<file path="src/rtl/kdlr_pkg.sv">
`timescale 1ns / 1ps
// ----------------------------------------------------------------------------
// kdlr_pkg
// Shared types, register indexes and event code helpers for the key
// debounce / long-press / auto-repeat core.
// ----------------------------------------------------------------------------
package kdlr_pkg;

  localparam int MASK_W     = 8;
  localparam int CODE_W     = 5;
  localparam int KEYIDX_W   = 3;
  localparam int FILT_W     = 7;
  localparam int FCNT_W     = 8;
  localparam int LONG_W     = 16;
  localparam int RPT_W      = 8;
  localparam int CFG_IDX_W  = 2;
  localparam int CFG_DATA_W = 16;

  localparam logic [CFG_IDX_W-1:0] REG_FILTER_TIME  = 2'd0;
  localparam logic [CFG_IDX_W-1:0] REG_LONG_TIME    = 2'd1;
  localparam logic [CFG_IDX_W-1:0] REG_REPEAT_SPEED = 2'd2;

  localparam logic [FILT_W-1:0] FILTER_TIME_RST  = 7'd5;
  localparam logic [LONG_W-1:0] LONG_TIME_RST    = 16'd100;
  localparam logic [RPT_W-1:0]  REPEAT_SPEED_RST = 8'd0;
  localparam logic [FCNT_W-1:0] FILTER_COUNT_RST = 8'd2;

  typedef enum logic [1:0] {
    EV_DOWN = 2'd1,
    EV_UP   = 2'd2,
    EV_LONG = 2'd3
  } ev_kind_t;

  typedef struct packed {
    logic [FILT_W-1:0] filter_time;
    logic [LONG_W-1:0] long_time;
    logic [RPT_W-1:0]  repeat_speed;
  } cfg_t;

  // per-key results of one tick: primary slot (down or up) and extra slot
  // (long or repeat down)
  typedef struct packed {
    logic prim;
    logic prim_up;
    logic extra;
    logic extra_long;
  } lane_ev_t;

  function automatic logic [CODE_W-1:0] event_code(input logic [KEYIDX_W-1:0] key,
                                                   input ev_kind_t kind);
    logic [CODE_W-1:0] base;
    base = CODE_W'(key) + CODE_W'(key) + CODE_W'(key);
    return base + CODE_W'(kind);
  endfunction

endpackage

</file>
<file path="src/rtl/key_debounce_long_repeat_core.sv">
`timescale 1ns / 1ps
// ----------------------------------------------------------------------------
// key_debounce_long_repeat_core
// Debounce with long-press and auto-repeat events for up to eight keys.
//
//   channel  dir  handshake             payload
//   s_*      in   s_tvalid / s_tready   s_tdata[7:0]  pressed_mask
//   m_*      out  m_tvalid / m_tready   m_tdata[4:0]  event_code, m_tlast
//   cfg_*    in   cfg_valid / cfg_ready cfg_index, cfg_data
//
// All key lanes update in the cycle a scan tick is accepted; the tick's
// events (0 to 2*NUM_KEYS) then leave one per cycle, while m_tready is high,
// through the output register. The next tick is taken in the cycle after the
// previous tick's last event has moved into the output register. m_tready
// low holds the output and backs up s_tready.
// rst is synchronous; config writes are always ready.
// ----------------------------------------------------------------------------
module key_debounce_long_repeat_core #(
  parameter int NUM_KEYS = 8
) (
  input  logic                                clk,
  input  logic                                rst,
  input  logic                                s_tvalid,
  output logic                                s_tready,
  input  logic [7:0]                          s_tdata,   // [7:0] pressed_mask
  output logic                                m_tvalid,
  input  logic                                m_tready,
  output logic [7:0]                          m_tdata,   // [4:0] event_code, [7:5] zero
  output logic                                m_tlast,
  input  logic                                cfg_valid,
  output logic                                cfg_ready,
  input  logic [kdlr_pkg::CFG_IDX_W-1:0]      cfg_index,
  input  logic [kdlr_pkg::CFG_DATA_W-1:0]     cfg_data
);

  kdlr_pkg::cfg_t                    cfg;
  kdlr_pkg::lane_ev_t [NUM_KEYS-1:0] ev;
  logic                              busy;
  logic                              tick;

  assign cfg_ready = 1'b1;
  assign s_tready  = !busy;
  assign tick      = s_tvalid && s_tready;

  always_ff @(posedge clk) begin
    if (rst) begin
      cfg.filter_time  <= kdlr_pkg::FILTER_TIME_RST;
      cfg.long_time    <= kdlr_pkg::LONG_TIME_RST;
      cfg.repeat_speed <= kdlr_pkg::REPEAT_SPEED_RST;
    end else if (cfg_valid) begin
      case (cfg_index)
        kdlr_pkg::REG_FILTER_TIME: begin
          cfg.filter_time <= cfg_data[kdlr_pkg::FILT_W-1:0];
        end
        kdlr_pkg::REG_LONG_TIME: begin
          cfg.long_time <= cfg_data[kdlr_pkg::LONG_W-1:0];
        end
        kdlr_pkg::REG_REPEAT_SPEED: begin
          cfg.repeat_speed <= cfg_data[kdlr_pkg::RPT_W-1:0];
        end
        default: begin
        end
      endcase
    end
  end

  for (genvar k = 0; k < NUM_KEYS; k++) begin : g_lane
    kdlr_lane u_lane (
      .clk     (clk),
      .rst     (rst),
      .tick    (tick),
      .pressed (s_tdata[k]),
      .cfg     (cfg),
      .ev      (ev[k])
    );
  end

  kdlr_merge #(
    .NUM_KEYS (NUM_KEYS)
  ) u_merge (
    .clk      (clk),
    .rst      (rst),
    .load     (tick),
    .ev       (ev),
    .busy     (busy),
    .m_tvalid (m_tvalid),
    .m_tready (m_tready),
    .m_tdata  (m_tdata),
    .m_tlast  (m_tlast)
  );

endmodule

</file>
<file path="src/rtl/kdlr_lane.sv">
`timescale 1ns / 1ps
// ----------------------------------------------------------------------------
// kdlr_lane
// One key: debounce filter counter, hold counter and repeat counter. State
// advances on each accepted scan tick; event flags are valid in that cycle.
// ----------------------------------------------------------------------------
module kdlr_lane (
  input  logic               clk,
  input  logic               rst,
  input  logic               tick,
  input  logic               pressed,
  input  kdlr_pkg::cfg_t     cfg,
  output kdlr_pkg::lane_ev_t ev
);

  logic [kdlr_pkg::FCNT_W-1:0] filter_count, filter_count_next;
  logic                        key_is_down, key_is_down_next;
  logic [kdlr_pkg::LONG_W-1:0] hold_count, hold_count_next;
  logic [kdlr_pkg::RPT_W-1:0]  repeat_count, repeat_count_next;

  logic [kdlr_pkg::FCNT_W-1:0] ft;
  logic [kdlr_pkg::FCNT_W-1:0] top;
  logic [kdlr_pkg::LONG_W-1:0] hold_inc;
  logic [kdlr_pkg::RPT_W:0]    rpt_inc;

  assign ft       = {1'b0, cfg.filter_time};
  assign top      = {cfg.filter_time, 1'b0};
  assign hold_inc = hold_count + 1'b1;
  assign rpt_inc  = {1'b0, repeat_count} + 1'b1;

  always_comb begin
    filter_count_next = filter_count;
    key_is_down_next  = key_is_down;
    hold_count_next   = hold_count;
    repeat_count_next = repeat_count;
    ev                = '0;
    if (pressed) begin
      if (filter_count < ft) begin
        filter_count_next = ft;
      end else if (filter_count < top) begin
        filter_count_next = filter_count + 1'b1;
      end else begin
        if (!key_is_down) begin
          key_is_down_next = 1'b1;
          ev.prim          = 1'b1;
        end
        if (cfg.long_time != '0) begin
          if (hold_count < cfg.long_time) begin
            hold_count_next = hold_inc;
            if (hold_inc == cfg.long_time) begin
              ev.extra      = 1'b1;
              ev.extra_long = 1'b1;
            end
          end else if (cfg.repeat_speed != '0) begin
            if (rpt_inc >= {1'b0, cfg.repeat_speed}) begin
              repeat_count_next = '0;
              ev.extra          = 1'b1;
            end else begin
              repeat_count_next = rpt_inc[kdlr_pkg::RPT_W-1:0];
            end
          end
        end
      end
    end else begin
      if (filter_count > ft) begin
        filter_count_next = ft;
      end else if (filter_count != '0) begin
        filter_count_next = filter_count - 1'b1;
      end else if (key_is_down) begin
        key_is_down_next = 1'b0;
        ev.prim          = 1'b1;
        ev.prim_up       = 1'b1;
      end
      hold_count_next   = '0;
      repeat_count_next = '0;
    end
  end

  always_ff @(posedge clk) begin
    if (rst) begin
      filter_count <= kdlr_pkg::FILTER_COUNT_RST;
      key_is_down  <= 1'b0;
      hold_count   <= '0;
      repeat_count <= '0;
    end else if (tick) begin
      filter_count <= filter_count_next;
      key_is_down  <= key_is_down_next;
      hold_count   <= hold_count_next;
      repeat_count <= repeat_count_next;
    end
  end

endmodule

</file>
<file path="src/rtl/kdlr_merge.sv">
`timescale 1ns / 1ps
// ----------------------------------------------------------------------------
// kdlr_merge
// Collects the lane events of one tick and sends them out one per cycle,
// while the output is not stalled, in key order through an output register.
// ----------------------------------------------------------------------------
module kdlr_merge #(
  parameter int NUM_KEYS = 8
) (
  input  logic                                 clk,
  input  logic                                 rst,
  input  logic                                 load,
  input  kdlr_pkg::lane_ev_t [NUM_KEYS-1:0]    ev,
  output logic                                 busy,
  output logic                                 m_tvalid,
  input  logic                                 m_tready,
  output logic [7:0]                           m_tdata,
  output logic                                 m_tlast
);

  localparam int KW = (NUM_KEYS > 1) ? $clog2(NUM_KEYS) : 1;

  logic [NUM_KEYS-1:0] pend_prim, pend_extra;
  logic [NUM_KEYS-1:0] prim_up, extra_long;

  logic [KW-1:0]       sel_key;
  logic                sel_extra;
  logic [NUM_KEYS-1:0] clr_prim, clr_extra;
  logic                any_pend;
  logic                take;
  logic                last;
  kdlr_pkg::ev_kind_t  sel_kind;
  logic [kdlr_pkg::CODE_W-1:0] code;

  assign any_pend = (|pend_prim) | (|pend_extra);
  assign busy     = any_pend;
  assign take     = any_pend && (!m_tvalid || m_tready);

  always_comb begin
    sel_key   = '0;
    sel_extra = 1'b0;
    for (int k = NUM_KEYS - 1; k >= 0; k--) begin
      if (pend_extra[k]) begin
        sel_key   = KW'(k);
        sel_extra = 1'b1;
      end
      if (pend_prim[k]) begin
        sel_key   = KW'(k);
        sel_extra = 1'b0;
      end
    end
  end

  always_comb begin
    clr_prim  = '0;
    clr_extra = '0;
    if (sel_extra) begin
      clr_extra[sel_key] = 1'b1;
    end else begin
      clr_prim[sel_key] = 1'b1;
    end
  end

  assign last = ((pend_prim & ~clr_prim) == '0) && ((pend_extra & ~clr_extra) == '0);

  always_comb begin
    if (sel_extra) begin
      sel_kind = extra_long[sel_key] ? kdlr_pkg::EV_LONG : kdlr_pkg::EV_DOWN;
    end else begin
      sel_kind = prim_up[sel_key] ? kdlr_pkg::EV_UP : kdlr_pkg::EV_DOWN;
    end
  end

  assign code = kdlr_pkg::event_code(kdlr_pkg::KEYIDX_W'(sel_key), sel_kind);

  always_ff @(posedge clk) begin
    if (rst) begin
      pend_prim  <= '0;
      pend_extra <= '0;
    end else if (load) begin
      for (int k = 0; k < NUM_KEYS; k++) begin
        pend_prim[k]  <= ev[k].prim;
        pend_extra[k] <= ev[k].extra;
      end
    end else if (take) begin
      pend_prim  <= pend_prim & ~clr_prim;
      pend_extra <= pend_extra & ~clr_extra;
    end
  end

  always_ff @(posedge clk) begin
    if (load) begin
      for (int k = 0; k < NUM_KEYS; k++) begin
        prim_up[k]    <= ev[k].prim_up;
        extra_long[k] <= ev[k].extra_long;
      end
    end
  end

  always_ff @(posedge clk) begin
    if (rst) begin
      m_tvalid <= 1'b0;
    end else if (take) begin
      m_tvalid <= 1'b1;
    end else if (m_tready) begin
      m_tvalid <= 1'b0;
    end
  end

  always_ff @(posedge clk) begin
    if (take) begin
      m_tdata <= {{(8 - kdlr_pkg::CODE_W){1'b0}}, code};
      m_tlast <= last;
    end
  end

endmodule

</file>
<file path="config.mk">
export PLATFORM = sky130hd
export DESIGN_NAME = key_debounce_long_repeat_core
export DESIGN_NICKNAME = d
export VERILOG_FILES = /design/src/rtl/kdlr_pkg.sv /design/src/rtl/key_debounce_long_repeat_core.sv /design/src/rtl/kdlr_lane.sv /design/src/rtl/kdlr_merge.sv
export SDC_FILE = /design/constraint.sdc
export NUM_CORES = 2
export LEC_CHECK = 0
export ABC_AREA = 0
export BUFFER_PORTS_ARGS = -buffer_cell sky130_fd_sc_hd__buf_2
export CORE_ASPECT_RATIO = 1.1
export CORE_MARGIN = 2
export CORE_UTILIZATION = 50
export DETAILED_ROUTE_END_ITERATION = 6
export HOLD_SLACK_MARGIN = 0.05
export PLACE_DENSITY_LB_ADDON = 0.12
export SYNTH_ARGS = -nofsm -noshare
export SYNTH_HDL_FRONTEND = slang
export SYNTH_SLANG_ARGS = --single-unit
</file>
<file path="constraint.sdc">
create_clock -name clk -period 3.55 [get_ports clk]
set_input_delay 0.5325 -clock clk [delete_from_list [all_inputs] [get_ports clk]]
set_output_delay 0.5325 -clock clk [all_outputs]
set_load 0.02 [all_outputs]
</file>
==> results.sh <==
export IMPL_synth_edff_count=22
export IMPL_die_y_um=263
export IMPL_numCtsBuffers=43
export IMPL_arrival_ns=3.87
export IMPL_hold_class="in2reg"
export IMPL_cts_tree="built"
export IMPL_layout_area_seq_sq_um=6910
export IMPL_gp_congestion=0.991
export IMPL_path_cells="or2_2 -> a211oi_2 -> o31ai_1 -> a31o_2 -> inv_8 -> mux4_2 -> mux2_4 -> fa_1 -> inv_1 -> ha_2 -> fa_2 -> xor2_1"
export IMPL_dp_hpwl_um=81500
export IMPL_fin_util_pct=56.4
export IMPL_grt_pass1_wl_um=171000
export IMPL_yosysSeqAreaShare_pct=22.6
export IMPL_grt_max_degree=63
export IMPL_cp_max_fo=4
export IMPL_synthArstFlopShare_pct=0
export IMPL_io_pins=43
export IMPL_min_period_ns=3.53
export IMPL_hold_viol_final=0
export IMPL_peakVddDrop_mv=0.472
export IMPL_final_nets=4368
export IMPL_timing_rr_end="u_merge.m_tdata[3]"
export IMPL_drv_slew=0
export IMPL_p_switching_mw=8.14
export IMPL_r2r_start="u_merge.pend_prim[7]"
export IMPL_required_ns=3.89
export IMPL_fin_area_sq_um=34300
export IMPL_num_vias=31800
export IMPL_area_growth_pct=12.1
export IMPL_total_power_mw=18.5
export IMPL_n_antenna_cell=0
export IMPL_cts_sinks=334
export IMPL_seqPwrFrac_pct=26.6
export IMPL_intPower_mw=10.3
export IMPL_drive_above_1_share_pct=10.5
export IMPL_drv_cap=0
export IMPL_crit_path_start_kind="flip-flop"
export IMPL_power_density_nw_per_um2=539
export IMPL_core_sq_um=60700
export IMPL_crit_buf_inv=2
export IMPL_drt_pass1_iterations=5
export IMPL_insertion_delay_ns=0.60
export IMPL_combPwrFrac_pct=48.5
export IMPL_status="complete, no violations"
export IMPL_initial_core_util_pct=50.4
export IMPL_crit_family="adder cells"
export IMPL_power_clock_fraction_pct=24.8
export IMPL_die_w_um=240
export IMPL_vias_per_cell=6.56
export IMPL_crit_slowest_cell="mux4_2"
export IMPL_setup_viol=0
export IMPL_synth_seq_cells=334
export IMPL_grt_antenna_before_repair=1
export IMPL_grt_use_total_pct=34.4
export IMPL_placed_cell_area_sq_um=32700
export IMPL_fmax_mhz=283
export IMPL_die_area_sq_um=63200
export IMPL_drc_errors=0
export IMPL_relSlewSlack_pct=24.6
export IMPL_finalWirelength_um=110000
export IMPL_fillCellCount=5843
export IMPL_cts_htree_levels=2
export IMPL_crit_end="u_merge.m_tdata[3]"
export IMPL_rows=95
export IMPL_cellLeakagePower_nw=13.8
export IMPL_ctsHoldBuffers=0
export IMPL_path_class="reg2reg"
export IMPL_grt_overflow=0
export IMPL_cts_max_path_buffers=3
export IMPL_crit_path_end_kind="flip-flop"
export IMPL_multi_input_comb_area_sq_um=22400
export IMPL_rsz0062_at_grt="yes"
export IMPL_syn_avg_cell_area_sq_um=7.85
export IMPL_io_buffer_count=38
export IMPL_ant_nets=0
export IMPL_synthesis_area_sq_um=30600
export IMPL_crit_cells=12
export IMPL_grt_pass1_vias=29300
export IMPL_tightest_slew_ns=1.12
export IMPL_ys_warn_count=0
export IMPL_hold_slack_ns=0.189
export IMPL_synth_ff_type="dfxtp_1"
export IMPL_synthDistinctLibCells=97
export IMPL_cts_root_buf="clkbuf_16"
export IMPL_cp_startpoint="u_merge.pend_prim[7]"
export IMPL_netlist_instances=3896
export IMPL_fin_skew_ns=0.0264
export IMPL_drt_iter0_drc=3394
export IMPL_clk_pin_slew_ns=0.06
export IMPL_routedWlPerCell_um=22.7
export IMPL_r2r_slack_ns=0.02
export IMPL_netSwitchingFraction_pct=44.1
export IMPL_tns_ns=0
export IMPL_slowest_delay_ns=0.51
export IMPL_r2r_cells=12
export IMPL_fin_crit_sh_pct=99.5
layer usage:
| metal | GRT usage [%] | vias to the layer above | routed length, um |
|---|---|---|---|
| li1 | - | 15200 | - |
| met1 | 46.1 | 15100 | 47300 |
| met2 | 54.5 | 1316 | 49100 |
| met3 | 4.42 | 270 | 8050 |
| met4 | 16.4 | 0 | 5790 |
| met5 | 0 | - | 0 |
how the worst min path moves through the flow:
stage	startpoint	endpoint	slack (ns)	depth (start not counted)
2_1_floorplan	g_lane[0].u_lane.repeat_count[1]	g_lane[0].u_lane.repeat_count[1]	0.45	2
3_3_place_gp	g_lane[0].u_lane.repeat_count[1]	g_lane[0].u_lane.repeat_count[1]	0.47	2
3_5_place_dp	g_lane[6].u_lane.repeat_count[1]	g_lane[6].u_lane.repeat_count[1]	0.48	2
4_1_cts	cfg_data[14]	cfg[22]	0.17	3
5_1_grt	cfg_data[15]	cfg[23]	0.20	3
6_report	cfg_data[14]	cfg[22]	0.19	3
synthesized netlist by cell type, types with 14 or more instances:
cell type / count / area [sq um]
a2111oi_0: 21 / 184
a211o_1: 24 / 210
a211oi_1: 40 / 300
a21o_1: 67 / 503
a21oi_1: 229 / 1150
a221o_1: 17 / 170
a221oi_1: 25 / 219
a22o_1: 25 / 219
a22oi_1: 28 / 210
a2bb2oi_1: 20 / 175
a311oi_1: 19 / 166
a31oi_1: 80 / 500
and2_1: 23 / 144
and3_1: 64 / 400
and4_1: 32 / 280
buf_2: 30 / 150
clkbuf_1: 170 / 638
dfxtp_1: 312 / 6250
edfxtp_1: 22 / 661
ha_1: 337 / 4220
inv_1: 122 / 458
mux2i_1: 60 / 601
nand2_1: 330 / 1240
nand2b_1: 59 / 369
nand3_1: 196 / 981
nand4_1: 97 / 607
nor2_1: 260 / 976
nor2b_1: 34 / 213
nor3_1: 95 / 475
nor3b_1: 24 / 180
nor4_1: 64 / 400
o2111ai_1: 14 / 123
o211ai_1: 69 / 518
o21a_1: 42 / 315
o21ai_0: 196 / 981
o221ai_1: 27 / 236
o22ai_1: 27 / 169
o31ai_1: 56 / 420
o41ai_1: 20 / 175
or2_2: 24 / 150
or3_1: 31 / 194
or4_1: 33 / 248
xnor2_1: 120 / 1050
xor2_1: 74 / 648
repair_timing:
| action | in CTS | in global routing |
|---|---|---|
| gates resized for setup | 0 | 11 |
| setup buffers | 0 | 9 |
| endpoints found under the setup margin | 0 | 23 |
logic make-up (layout without fill, tap and decap cells):
logic type / Yosys count / in the layout / synth area share (%)
xor gates and xnor gates: 194 / 194 / 5.56
DFF: 334 / 334 / 22.6
buffers and inverters: 349 / 478 / 4.52
AOI/OAI and AO/OA: 1182 / 1182 / 26.7
and+or+nand+nor: 1427 / 1427 / 24.4
adders and majority gates: 339 / 339 / 13.9
other: 2 / 4 / 0.0246
muxes: 69 / 69 / 2.33
final cells by class:
cell class                 count  share of cell area, %
clock buffer                  64                   3.88
timing repair buffer         275                   5.93
sequential                   334                   20.2
multi-input combinational   3215                   65.3
tap                          824                   3.01
inverter                     129                   1.47
clock inverter                10                  0.292
tightest hold or removal path, delay by kind of cell:
kind | cells | cell delay (ns)
buf+inv | 1 | 0.10
compound gates | 1 | 0.05
simple gates | 1 | 0.05
power groups by stage:
stage	sequential [mW]	combinational, mW	clock, mW
floorplan	4.78	5.98	0
global placement	4.98	8.68	0
detailed placement	4.98	8.72	0
CTS	4.90	8.78	4.65
global route	4.99	9.83	4.79
finish	4.92	8.96	4.58
stage by stage:
step	instances	worst slack (ns)
after floorplan	3898	0.00248
after global placement	4768	0.0658
after detailed placement	4768	0.0561
after CTS	4842	0.00498
after global routing	4851	-0.0980
final	4851	0.0181
cell usage in the layout (no fill, tap or decap), drive strengths merged, types with 27 or more instances in the layout:
| cell type | n |
|---|---|
| nand4 | 99 |
| clkbuf | 64 |
| dfxtp | 312 |
| inv | 120 |
| buf | 275 |
| or3 | 31 |
| nand2b | 59 |
| and4 | 32 |
| nand3 | 197 |
| o31ai | 56 |
| xor2 | 74 |
| a22oi | 28 |
| nor2 | 260 |
| o21a | 42 |
| nor2b | 34 |
| ha | 337 |
| and3 | 64 |
| nand2 | 330 |
| o221ai | 27 |
| nor4 | 70 |
| a211oi | 40 |
| xnor2 | 120 |
| a21o | 67 |
| a31oi | 80 |
| o211ai | 69 |
| o21ai | 207 |
| mux2i | 60 |
| nor3 | 96 |
| a21oi | 229 |
| o22ai | 27 |
| or4 | 33 |
sequential cells by signal (all words and copies together), names as in the netlist:
name and flops:
cfg 31, g_lane.u_lane.filter_count 64, g_lane.u_lane.hold_count 128, g_lane.u_lane.key_is_down 8, g_lane.u_lane.repeat_count 64, u_merge.extra_long 8
u_merge.m_tdata 5, u_merge.m_tlast 1, u_merge.m_tvalid 1, u_merge.pend_extra 8, u_merge.pend_prim 8, u_merge.prim_up 8
(Power assumes the default switching activity.)
